==> config.mk <==
export PLATFORM = sky130hd
export DESIGN_NAME = sha1_byte_stream_hash
export DESIGN_NICKNAME = d
export VERILOG_FILES = /design/src/rtl/core/sha1bs_pkg.sv /design/src/rtl/core/sha1_byte_stream_hash.sv /design/src/rtl/core/sha1bs_front.sv /design/src/rtl/core/sha1bs_queue.sv /design/src/rtl/core/sha1bs_back.sv
export SDC_FILE = /design/constraint.sdc
export NUM_CORES = 2
export LEC_CHECK = 0
export BUFFER_PORTS_ARGS = -buffer_cell sky130_fd_sc_hd__buf_2
export CELL_PAD_IN_SITES_DETAIL_PLACEMENT = 2
export CELL_PAD_IN_SITES_GLOBAL_PLACEMENT = 2
export CORE_MARGIN = 2
export CORE_UTILIZATION = 48
export DETAILED_ROUTE_END_ITERATION = 16
export GPL_TIMING_DRIVEN = 0
export PLACE_DENSITY_LB_ADDON = 0.1
export REMOVE_ABC_BUFFERS = 1
export SYNTH_ARGS = -nofsm -noshare
export SYNTH_HDL_FRONTEND = slang
export SYNTH_SLANG_ARGS = --single-unit
==> constraint.sdc <==
create_clock -name clk -period 61.4 [get_ports clk]
set_input_delay 12.28 -clock clk [delete_from_list [all_inputs] [get_ports clk]]
set_output_delay 12.28 -clock clk [all_outputs]
set_load 0.05 [all_outputs]
==> src/rtl/core/sha1bs_pkg.sv <==
`default_nettype none

package sha1bs_pkg;

  // one 32-bit message word on its way to the compression unit
  typedef struct packed {
    logic [31:0] word;
    logic        fin;   // word 15 of the final block of a message
  } sha1bs_qword_t;

  typedef enum logic [1:0] {
    F_BYTES,
    F_FIRST,
    F_ZERO,
    F_LENLO
  } sha1bs_fstate_t;

  typedef enum logic [1:0] {
    B_LOAD,
    B_ROUND,
    B_UPDATE,
    B_EMIT
  } sha1bs_bstate_t;

  localparam logic [31:0] IV0 = 32'h67452301;
  localparam logic [31:0] IV1 = 32'hEFCDAB89;
  localparam logic [31:0] IV2 = 32'h98BADCFE;
  localparam logic [31:0] IV3 = 32'h10325476;
  localparam logic [31:0] IV4 = 32'hC3D2E1F0;

  localparam logic [31:0] K0 = 32'h5A827999;
  localparam logic [31:0] K1 = 32'h6ED9EBA1;
  localparam logic [31:0] K2 = 32'h8F1BBCDC;
  localparam logic [31:0] K3 = 32'hCA62C1D6;

  localparam logic [7:0] PAD_BYTE = 8'h80;
  localparam int unsigned LEN_POS = 56;
  localparam logic [3:0] LEN_WORD = 4'(LEN_POS / 4);

endpackage

`default_nettype wire

==> src/rtl/core/sha1_byte_stream_hash.sv <==
// SHA-1 over a byte stream.
// Input: one word per message byte. in_tdata carries the byte, in_tuser says the
// byte is part of the message, in_tlast ends the message. A word with in_tlast
// and no byte ends the message as it stands (an empty message is allowed).
// Output: five words per message, digest words H0..H4 in order; out_tuser holds
// the word position, out_tlast marks the fifth.
// Throughput: the front takes one byte per cycle while it is in its byte state
// and its four-word queue has room. Each 64-byte block is loaded word by word
// into the compression unit, then runs through the rounds and one update; the
// load only partly overlaps the byte stream, as the queue fills during rounds.
// After the end word the front pushes 3 to 18 padding words, then one or two
// compressions run, and the first digest word is registered in the emit state
// after the final update; the rest follow one per cycle while out_tready is high.
// The front takes the next message while the digest is emitted, until its queue
// is full. A stalled out_tready holds the current digest word; the compression
// unit then waits and the queue backs up into in_tready.
// Reset (rst_n low, synchronous) loads the initial chaining value and clears
// the byte count and queue; no clearing pass is needed.
`default_nettype none

module sha1_byte_stream_hash (
  input  logic        clk,
  input  logic        rst_n,
  input  logic        in_tvalid,
  output logic        in_tready,
  input  logic [7:0]  in_tdata,   // [7:0] data_byte
  input  logic        in_tuser,   // [0] byte_valid
  input  logic        in_tlast,   // end_of_message
  output logic        out_tvalid,
  input  logic        out_tready,
  output logic [31:0] out_tdata,  // [31:0] digest_word
  output logic [2:0]  out_tuser,  // [2:0] word_index
  output logic        out_tlast   // last_word
);
  import sha1bs_pkg::*;

  sha1bs_qword_t push_data, pop_data;
  logic          push, pop, q_full, q_empty;

  sha1bs_front u_front (
    .clk            (clk),
    .rst_n          (rst_n),
    .in_valid       (in_tvalid),
    .in_ready       (in_tready),
    .data_byte      (in_tdata),
    .byte_valid     (in_tuser),
    .end_of_message (in_tlast),
    .q_full         (q_full),
    .push           (push),
    .push_data      (push_data)
  );

  sha1bs_queue u_queue (
    .clk       (clk),
    .rst_n     (rst_n),
    .push      (push),
    .push_data (push_data),
    .pop       (pop),
    .pop_data  (pop_data),
    .full      (q_full),
    .empty     (q_empty)
  );

  sha1bs_back u_back (
    .clk        (clk),
    .rst_n      (rst_n),
    .q_empty    (q_empty),
    .q_data     (pop_data),
    .pop        (pop),
    .out_tvalid (out_tvalid),
    .out_tready (out_tready),
    .out_tdata  (out_tdata),
    .out_tuser  (out_tuser),
    .out_tlast  (out_tlast)
  );

endmodule

`default_nettype wire

==> src/rtl/core/sha1bs_front.sv <==
`default_nettype none

module sha1bs_front (
  input  logic                      clk,
  input  logic                      rst_n,
  input  logic                      in_valid,
  output logic                      in_ready,
  input  logic [7:0]                data_byte,
  input  logic                      byte_valid,
  input  logic                      end_of_message,
  input  logic                      q_full,
  output logic                      push,
  output sha1bs_pkg::sha1bs_qword_t push_data
);
  import sha1bs_pkg::*;

  sha1bs_fstate_t state_r, state_nxt;
  logic [63:0]    count_r, count_nxt;
  logic [31:0]    word_r, word_nxt;
  logic [3:0]     widx_r, widx_nxt;
  logic           extra_r, extra_nxt;
  logic [63:0]    bits;

  // big-endian placement of a byte at position p, later bytes zeroed
  function automatic logic [31:0] put_byte(input logic [31:0] w, input logic [1:0] p,
                                           input logic [7:0] b);
    logic [31:0] r;
    case (p)
      2'd0:    r = {b, 24'h0};
      2'd1:    r = {w[31:24], b, 16'h0};
      2'd2:    r = {w[31:16], b, 8'h0};
      default: r = {w[31:8], b};
    endcase
    return r;
  endfunction

  assign bits     = {count_r[60:0], 3'b000};
  assign in_ready = (state_r == F_BYTES) && !q_full;

  always_comb begin
    state_nxt = state_r;
    count_nxt = count_r;
    word_nxt  = word_r;
    widx_nxt  = widx_r;
    extra_nxt = extra_r;
    push      = 1'b0;
    push_data = '{word: 32'h0, fin: 1'b0};
    unique case (state_r)
      F_BYTES: begin
        if (in_valid && in_ready) begin
          if (byte_valid) begin
            word_nxt  = put_byte(word_r, count_r[1:0], data_byte);
            count_nxt = count_r + 64'd1;
            if (count_r[1:0] == 2'd3) begin
              push      = 1'b1;
              push_data = '{word: word_nxt, fin: 1'b0};
            end
          end
          if (end_of_message) begin
            state_nxt = F_FIRST;
          end
        end
      end
      F_FIRST: begin
        if (!q_full) begin
          push      = 1'b1;
          push_data = '{word: put_byte(word_r, count_r[1:0], PAD_BYTE), fin: 1'b0};
          widx_nxt  = count_r[5:2] + 4'd1;
          // pad in word 14 needs one more zero word before wrapping
          extra_nxt = (count_r[5:2] == LEN_WORD);
          state_nxt = F_ZERO;
        end
      end
      F_ZERO: begin
        if (!q_full) begin
          push = 1'b1;
          if (widx_r == LEN_WORD && !extra_r) begin
            push_data = '{word: bits[63:32], fin: 1'b0};
            state_nxt = F_LENLO;
          end else begin
            push_data = '{word: 32'h0, fin: 1'b0};
            if (widx_r == 4'd15) begin
              extra_nxt = 1'b0;
            end
            widx_nxt = widx_r + 4'd1;
          end
        end
      end
      F_LENLO: begin
        if (!q_full) begin
          push      = 1'b1;
          push_data = '{word: bits[31:0], fin: 1'b1};
          count_nxt = 64'h0;
          state_nxt = F_BYTES;
        end
      end
      default: state_nxt = F_BYTES;
    endcase
  end

  always_ff @(posedge clk) begin
    if (!rst_n) begin
      state_r <= F_BYTES;
      count_r <= 64'h0;
      widx_r  <= 4'h0;
      extra_r <= 1'b0;
    end else begin
      state_r <= state_nxt;
      count_r <= count_nxt;
      widx_r  <= widx_nxt;
      extra_r <= extra_nxt;
    end
  end

  always_ff @(posedge clk) begin
    word_r <= word_nxt;
  end

endmodule

`default_nettype wire

==> src/rtl/core/sha1bs_queue.sv <==
`default_nettype none

module sha1bs_queue (
  input  logic                      clk,
  input  logic                      rst_n,
  input  logic                      push,
  input  sha1bs_pkg::sha1bs_qword_t push_data,
  input  logic                      pop,
  output sha1bs_pkg::sha1bs_qword_t pop_data,
  output logic                      full,
  output logic                      empty
);
  import sha1bs_pkg::*;

  localparam int unsigned DEPTH = 4;
  localparam int unsigned AW    = $clog2(DEPTH);

  sha1bs_qword_t mem_r [DEPTH];
  logic [AW-1:0] wr_ptr_r, rd_ptr_r;
  logic [AW:0]   cnt_r;
  logic          do_push, do_pop;

  assign full     = (cnt_r == (AW+1)'(DEPTH));
  assign empty    = (cnt_r == '0);
  assign do_push  = push && !full;
  assign do_pop   = pop && !empty;
  assign pop_data = mem_r[rd_ptr_r];

  always_ff @(posedge clk) begin
    if (!rst_n) begin
      wr_ptr_r <= '0;
      rd_ptr_r <= '0;
      cnt_r    <= '0;
    end else begin
      if (do_push) begin
        wr_ptr_r <= wr_ptr_r + AW'(1);
      end
      if (do_pop) begin
        rd_ptr_r <= rd_ptr_r + AW'(1);
      end
      if (do_push && !do_pop) begin
        cnt_r <= cnt_r + (AW+1)'(1);
      end else if (do_pop && !do_push) begin
        cnt_r <= cnt_r - (AW+1)'(1);
      end
    end
  end

  always_ff @(posedge clk) begin
    if (do_push) begin
      mem_r[wr_ptr_r] <= push_data;
    end
  end

endmodule

`default_nettype wire

==> src/rtl/core/sha1bs_back.sv <==
`default_nettype none

module sha1bs_back (
  input  logic                      clk,
  input  logic                      rst_n,
  input  logic                      q_empty,
  input  sha1bs_pkg::sha1bs_qword_t q_data,
  output logic                      pop,
  output logic                      out_tvalid,
  input  logic                      out_tready,
  output logic [31:0]               out_tdata,
  output logic [2:0]                out_tuser,
  output logic                      out_tlast
);
  import sha1bs_pkg::*;

  sha1bs_bstate_t state_r, state_nxt;
  logic [31:0] cv_r [5];
  logic [31:0] cv_nxt [5];
  logic [31:0] w_r [16];
  logic [31:0] w_nxt [16];
  logic [31:0] a_r, b_r, c_r, d_r, e_r;
  logic [31:0] a_nxt, b_nxt, c_nxt, d_nxt, e_nxt;
  logic [6:0]  cnt_r, cnt_nxt;
  logic        fin_r, fin_nxt;
  logic        ov_r, ov_nxt;
  logic [31:0] ow_r, ow_nxt;
  logic [2:0]  oi_r, oi_nxt;
  logic        ol_r, ol_nxt;
  logic [31:0] wt, f, k, tmp, mix;

  function automatic logic [31:0] rotl(input logic [31:0] v, input int unsigned n);
    return (v << n) | (v >> (32 - n));
  endfunction

  // rounds 0..15 rotate the window; later rounds expand the schedule
  assign mix = w_r[13] ^ w_r[8] ^ w_r[2] ^ w_r[0];
  assign wt  = (cnt_r < 7'd16) ? w_r[0] : rotl(mix, 1);

  always_comb begin
    if (cnt_r < 7'd20) begin
      f = (b_r & c_r) | (~b_r & d_r);
      k = K0;
    end else if (cnt_r < 7'd40) begin
      f = b_r ^ c_r ^ d_r;
      k = K1;
    end else if (cnt_r < 7'd60) begin
      f = (b_r & c_r) | (b_r & d_r) | (c_r & d_r);
      k = K2;
    end else begin
      f = b_r ^ c_r ^ d_r;
      k = K3;
    end
  end

  assign tmp = rotl(a_r, 5) + f + e_r + k + wt;

  always_comb begin
    state_nxt = state_r;
    cv_nxt    = cv_r;
    w_nxt     = w_r;
    a_nxt     = a_r;
    b_nxt     = b_r;
    c_nxt     = c_r;
    d_nxt     = d_r;
    e_nxt     = e_r;
    cnt_nxt   = cnt_r;
    fin_nxt   = fin_r;
    ov_nxt    = ov_r && !out_tready;
    ow_nxt    = ow_r;
    oi_nxt    = oi_r;
    ol_nxt    = ol_r;
    pop       = 1'b0;
    unique case (state_r)
      B_LOAD: begin
        if (!q_empty) begin
          pop = 1'b1;
          for (int i = 0; i < 15; i++) begin
            w_nxt[i] = w_r[i+1];
          end
          w_nxt[15] = q_data.word;
          cnt_nxt   = cnt_r + 7'd1;
          if (cnt_r == 7'd15) begin
            a_nxt     = cv_r[0];
            b_nxt     = cv_r[1];
            c_nxt     = cv_r[2];
            d_nxt     = cv_r[3];
            e_nxt     = cv_r[4];
            fin_nxt   = q_data.fin;
            cnt_nxt   = 7'd0;
            state_nxt = B_ROUND;
          end
        end
      end
      B_ROUND: begin
        for (int i = 0; i < 15; i++) begin
          w_nxt[i] = w_r[i+1];
        end
        w_nxt[15] = wt;
        a_nxt     = tmp;
        b_nxt     = a_r;
        c_nxt     = rotl(b_r, 30);
        d_nxt     = c_r;
        e_nxt     = d_r;
        cnt_nxt   = cnt_r + 7'd1;
        if (cnt_r == 7'd79) begin
          cnt_nxt   = 7'd0;
          state_nxt = B_UPDATE;
        end
      end
      B_UPDATE: begin
        cv_nxt[0] = cv_r[0] + a_r;
        cv_nxt[1] = cv_r[1] + b_r;
        cv_nxt[2] = cv_r[2] + c_r;
        cv_nxt[3] = cv_r[3] + d_r;
        cv_nxt[4] = cv_r[4] + e_r;
        state_nxt = fin_r ? B_EMIT : B_LOAD;
      end
      B_EMIT: begin
        if (!ov_r || out_tready) begin
          ov_nxt  = 1'b1;
          ow_nxt  = cv_r[cnt_r[2:0]];
          oi_nxt  = cnt_r[2:0];
          ol_nxt  = (cnt_r == 7'd4);
          cnt_nxt = cnt_r + 7'd1;
          if (cnt_r == 7'd4) begin
            cv_nxt    = '{IV0, IV1, IV2, IV3, IV4};
            cnt_nxt   = 7'd0;
            state_nxt = B_LOAD;
          end
        end
      end
      default: state_nxt = B_LOAD;
    endcase
  end

  always_ff @(posedge clk) begin
    if (!rst_n) begin
      state_r <= B_LOAD;
      cnt_r   <= 7'd0;
      fin_r   <= 1'b0;
      ov_r    <= 1'b0;
      cv_r    <= '{IV0, IV1, IV2, IV3, IV4};
    end else begin
      state_r <= state_nxt;
      cnt_r   <= cnt_nxt;
      fin_r   <= fin_nxt;
      ov_r    <= ov_nxt;
      cv_r    <= cv_nxt;
    end
  end

  always_ff @(posedge clk) begin
    w_r  <= w_nxt;
    a_r  <= a_nxt;
    b_r  <= b_nxt;
    c_r  <= c_nxt;
    d_r  <= d_nxt;
    e_r  <= e_nxt;
    ow_r <= ow_nxt;
    oi_r <= oi_nxt;
    ol_r <= ol_nxt;
  end

  assign out_tvalid = ov_r;
  assign out_tdata  = ow_r;
  assign out_tuser  = oi_r;
  assign out_tlast  = ol_r;

endmodule

`default_nettype wire
==> run metrics, run 1 <==
Gate Count Post-Synth=approximately 4,500; starting utilization of the core area=roughly half; count of different cell masters after synthesis=93; error that halted the flow=[ERROR DPL-0033] detailed placement checks failed during check placement.; Max Root-Sink Buffers=3; post-cts resize count=0; total CTS buffers=between 100 and 150; flip-flop and latch count after synthesis=1,112; PortBufs=51; stage reached=clock tree synthesis; Post-synth EDFFs=approximately 860; post-CTS setup-driven buffer insertion count=0; routability congestion estimate=approximately 0.90; async set or reset register ratio after synthesis=0%; Top FF cell, synth=sky130_fd_sc_hd__edfxtp_1; number of sinks handled by clock tree synthesis=approximately 1,100; Hold Buf Count CTS=0; CTS H-tree lvls=3; HPWL after detailed placement=about 140,000 um; Avg Synthesized Cell Area=between 10 and 15 um2; io pins=between 50 and 60; clock root buffer=sky130_fd_sc_hd__clkbuf_16; run status=aborted with a tool error; synth warn=0; Seq/Total Area, Yosys=57.3%; number of rows in the core area=between 100 and 150; cell area after synthesis=53,900 um2; horizontal extent of the die=339 um; Die Y-Extent=339 um
[synthesized netlist by cell type, types with 22 or more instances]
cell type                    n  area share, %
sky130_fd_sc_hd__or3_1      23           0.27
sky130_fd_sc_hd__dfxtp_1   248            9.2
sky130_fd_sc_hd__a21oi_1   276            2.6
sky130_fd_sc_hd__nand2_1   651            4.5
sky130_fd_sc_hd__nor2_1    319            2.2
sky130_fd_sc_hd__fa_1      120            4.5
sky130_fd_sc_hd__o21ai_0   152            1.4
sky130_fd_sc_hd__xor2_1    105            1.7
sky130_fd_sc_hd__nor2b_1    31           0.36
sky130_fd_sc_hd__a22oi_1    41           0.57
sky130_fd_sc_hd__mux2i_1   102            1.9
sky130_fd_sc_hd__nand2b_1   32           0.37
sky130_fd_sc_hd__and3_1     37           0.43
sky130_fd_sc_hd__a22o_1     29           0.47
sky130_fd_sc_hd__ha_1      217            5.0
sky130_fd_sc_hd__o21bai_1   30           0.42
sky130_fd_sc_hd__clkbuf_1  151            1.1
sky130_fd_sc_hd__o22ai_1    75           0.87
sky130_fd_sc_hd__a211oi_1   28           0.39
sky130_fd_sc_hd__xnor2_1   225            3.7
sky130_fd_sc_hd__mux4_2     33            1.4
sky130_fd_sc_hd__a21o_1     74            1.0
sky130_fd_sc_hd__nand3_1    60           0.56
sky130_fd_sc_hd__nor3_1     41           0.38
sky130_fd_sc_hd__edfxtp_1  864             48
sky130_fd_sc_hd__inv_1     200            1.4
sky130_fd_sc_hd__nand4_1    22           0.26
sky130_fd_sc_hd__o21ai_1    77           0.71
[metrics by stage]
step           setup WS [ns]  hold WS [ns]  cells  instance area, um2  util, %
3_5_place_dp           45.55         0.405   5975               56800     51.1
3_3_place_gp           30.07         0.400   5906               55400     49.8
2_1_floorplan          38.15         0.400   4367               53300        -
[cells by family after synthesis]
family | after synthesis | share of synthesized area (%)
and+or+nand+nor | 1275 | 10.2
DFF | 1112 | 57.3
AOI/OAI and AO/OA | 971 | 11.7
buffers and inverters | 382 | 2.67
adders and majority gates | 337 | 9.49
xor gates and xnor gates | 330 | 5.36
muxes | 137 | 3.31
==> run 2, diff against run 1 <==
--- a/config.mk
+++ b/config.mk
@@ -6,13 +6,11 @@
 export NUM_CORES = 2
 export LEC_CHECK = 0
 export BUFFER_PORTS_ARGS = -buffer_cell sky130_fd_sc_hd__buf_2
-export CELL_PAD_IN_SITES_DETAIL_PLACEMENT = 2
-export CELL_PAD_IN_SITES_GLOBAL_PLACEMENT = 2
 export CORE_MARGIN = 2
-export CORE_UTILIZATION = 48
+export CORE_UTILIZATION = 40
 export DETAILED_ROUTE_END_ITERATION = 16
 export GPL_TIMING_DRIVEN = 0
-export PLACE_DENSITY_LB_ADDON = 0.1
+export PLACE_DENSITY_LB_ADDON = 0.15
 export REMOVE_ABC_BUFFERS = 1
 export SYNTH_ARGS = -nofsm -noshare
 export SYNTH_HDL_FRONTEND = slang
==> run 2 against run 1 <==
Synthesized area is the same. Synthesized cell count stayed put. The run now ends clean.
==> run metrics, run 2 <==
largest cells by area after synthesis=sky130_fd_sc_hd__edfxtp_1, sky130_fd_sc_hd__dfxtp_1, sky130_fd_sc_hd__ha_1, sky130_fd_sc_hd__nand2_1, sky130_fd_sc_hd__fa_1 (unchanged); number of sinks handled by clock tree synthesis=1,112 (unchanged); worst clock skew on the final layout=0.0203 ns; Die Y-Extent=371 um (was 339 um); post-CTS setup-driven buffer insertion count=0 (unchanged); number of antenna diodes=0; async set or reset register ratio after synthesis=0% (unchanged); worst-skew pair later-pin latency=between 0.7 and 0.8 ns; count of pins over their slew limit=0; kind of start point of the critical path=flip-flop; number of hold violations in the final report=0; flip-flop and latch count after synthesis=1,112 (unchanged); cell area after synthesis=53,900 um2 (unchanged); max-capacitance violation count=0; required time of the critical path=49.12 ns; post-place instance area=57,100 um2 (was 56,800 um2); Max Fclk=approximately 67 MHz; critical-path maximum fanout=26; wire length of the first global-routing pass=between 200,000 and 250,000 um; worst r2r src=u_back.cnt_r[2]; Gate Count Post-Synth=4,544 (unchanged); number of antenna violations at the first check in global routing=1; global-route usage over all layers=approximately 20%; Core Util, Final=roughly 46%; CTS H-tree lvls=4 (was 3); drt total wl=138,000 um; Seq/Total Area, Yosys=57.3% (unchanged); RSZ-0062 raised after global routing=false; area of all sequential standard cells=just over 30,000 um2; Filler cells=12,219; Top FF cell, synth=sky130_fd_sc_hd__edfxtp_1 (unchanged); starting utilization of the core area=40.4% (was 48.5%); Critical path origin=u_front.state_r[0]; number of rows in the core area=134 (was 122); cell family contributing the most delay on the critical path=adder cells; growth of design area from synthesis to finish=13.7%; io pins=52 (unchanged); largest stage delay on the critical path=slightly below 0.9 ns; residual overflow from global routing=0; routed wirelength normalized by instance count=~21 um; Via density=about 5.4; leading area contributor after synthesis=sky130_fd_sc_hd__edfxtp_1 (unchanged); hold_ws=0.408 ns; synth warn=0 (unchanged); number of flip-flops in the largest register=around 510; Hold Path Class=reg2reg; Tcrit/Tclk final=24.3%; overall via count from detail_route=about 35,000; CTS tree=yes; CP arrival=2.65 ns; Hold Buf Count CTS=0 (unchanged); clock-pin slew on the worst setup and hold paths=approximately 0.060 ns; horizontal extent of the die=371 um (was 339 um); crit path buf inv count=2; worst setup path class=reg2out; Final min period=14.93 ns; Design Area, Final=around 60,000 um2; Post-synth EDFFs=864 (unchanged); relative slew slack=3.35%; summed negative setup slack over all endpoints=0 ns; worst IR drop on VDD=approximately 0.046 mV; setup slack, reg-to-reg=roughly 52 ns; most frequent cells in the layout=sky130_fd_sc_hd__edfxtp_1, sky130_fd_sc_hd__nand2_1, sky130_fd_sc_hd__nor2_1; Stages on worst setup path=4; Avg Synthesized Cell Area=11.9 um2 (unchanged); iteration count of the initial detailed-routing pass=7; Max Root-Sink Buffers=3 (unchanged); slowest cell on the critical path=sky130_fd_sc_hd__ha_1; HPWL after detailed placement=96,200 um (was 143,000 um); pwr dens=between 40 and 50 nW/um2; fraction of layout instances using a drive strength above 1=between 8 and 9%; most common library cells after synthesis=sky130_fd_sc_hd__edfxtp_1, sky130_fd_sc_hd__nand2_1, sky130_fd_sc_hd__nor2_1 (unchanged); combined area of the multi-input logic cells=21,700 um2; total of endpoints with negative setup slack in the final report=0; endpoint class of the critical path=output port; maximum number of pins on one net before global-route repair=77; total CTS buffers=131 (was 120); Reg-to-Reg End=u_back.a_r[31]; count of different cell masters after synthesis=93 (unchanged); end point of the critical path=in_tready; slew at the pin closest to its max-slew limit=~1.4 ns; Core Area=around 130,000 um2; leakage dissipation=roughly 23 nW; net count reported at finish=about 5,000; most common library cell in the layout ignoring fill and taps=sky130_fd_sc_hd__edfxtp_1; PortBufs=51 (unchanged); clock root buffer=sky130_fd_sc_hd__clkbuf_16 (unchanged); largest reg by FF count=u_back.w_r; remaining design rule violation count=0; routability congestion estimate=0.928 (was 0.902); count of routing violations after the opening detailed-route iteration=between 3,000 and 4,000; registers with the most flip-flops=u_back.w_r: 512 flops, u_back.cv_r: 160 flops, u_queue.mem_r: 132 flops; fraction of synthesized cell area taken by the top area cell type=48.1% (unchanged); count of nets left with antenna violations after detail routing=0; run status=finished, final reports clean (was aborted with a tool error); library cell with the highest instance count after synthesis=sky130_fd_sc_hd__edfxtp_1 (unchanged); post-cts resize count=0 (unchanged); total die area=138,000 um2; number of global-route vias before repair=between 30,000 and 40,000; cell chain of the critical path=inv_1, ha_1, nor2b_1, buf_2; depth of the worst register-to-register path=19
[run 2: logic make-up after synthesis]
kind of cell	count (synthesis)	synth area share, %
and+or+nand+nor	1275	10.2
muxes	137	3.31
buffers and inverters	382	2.67
xor gates and xnor gates	330	5.36
AOI/OAI and AO/OA	971	11.7
DFF	1112	57.3
adders and majority gates	337	9.49
[run 2: metal layers]
layer  wire, um  GRT usage (%)  up-vias
li1           -              -    16677
met1      65700           29.0    17415
met2      62800           31.1      779
met3       7070           3.71      162
met4       2680           5.23        0
met5          0              0        -
[run 2: worst register-to-register path: stages, from the launching register on]
cell                        delay [ns]
sky130_fd_sc_hd__dfxtp_2          0.71
sky130_fd_sc_hd__o21ai_1          0.14
sky130_fd_sc_hd__nand2_1          0.92
sky130_fd_sc_hd__clkinv_1         1.27
sky130_fd_sc_hd__nor2_2           0.63
sky130_fd_sc_hd__inv_2            0.36
sky130_fd_sc_hd__o221ai_1         0.47
sky130_fd_sc_hd__ha_1             0.34
sky130_fd_sc_hd__fa_1             0.43
sky130_fd_sc_hd__fa_1             0.49
sky130_fd_sc_hd__inv_1            0.04
sky130_fd_sc_hd__ha_1             0.34
sky130_fd_sc_hd__a2111oi_0        0.70
sky130_fd_sc_hd__a211oi_1         0.29
sky130_fd_sc_hd__a221oi_1         0.69
sky130_fd_sc_hd__a211oi_1         0.25
sky130_fd_sc_hd__a211o_1          0.38
sky130_fd_sc_hd__a31oi_1          0.36
sky130_fd_sc_hd__xnor2_1          0.16
sky130_fd_sc_hd__o21ai_1          0.07
[run 2: metrics by stage]
stage               power [W]  cells  worst slack (ns)
detailed placement    0.00188   6254             45.88
CTS                   0.00267   6489             46.37
global route          0.00277   6489             46.26
global placement      0.00204   6186             29.14
finish                0.00263   6489             46.47
floorplan             0.00179   4367             38.15
[run 2: power by group]
| group | internal, W | leakage [nW] | total (W) | switching, W |
|---|---|---|---|---|
| combinational | 0.000255 | 10.7 | 0.000639 | 0.000383 |
| clock | 0.000452 | 2.11 | 0.000778 | 0.000326 |
| sequential | 0.00113 | 10.2 | 0.00121 | 0.0000874 |
| total | 0.00183 | 23.0 | 0.00263 | 0.000796 |
[run 2: layout make-up]
class	instances	area share (%)
Sequential cell	1112	50.4
Multi-Input combinational cell	3050	35.4
Tap cell	1768	3.61
Timing Repair Buffer	119	2.35
Clock buffer	163	5.78
Inverter	205	1.26
Clock inverter	72	1.21
[run 2: how the worst min path moves through the flow]
| stage | start | cells after the start | end |
|---|---|---|---|
| 6_report | u_back.w_r[278] | 0 | u_back.w_r[310] |
| 5_1_grt | u_back.w_r[349] | 0 | u_back.w_r[381] |
| 4_1_cts | u_back.w_r[402] | 0 | u_back.w_r[434] |
| 3_5_place_dp | u_back.w_r[98] | 0 | u_back.w_r[130] |
| 3_3_place_gp | u_back.w_r[394] | 0 | u_back.w_r[426] |
| 2_1_floorplan | u_back.w_r[96] | 0 | u_back.w_r[128] |
No activity file was read; power rests on OpenSTA's default activity.
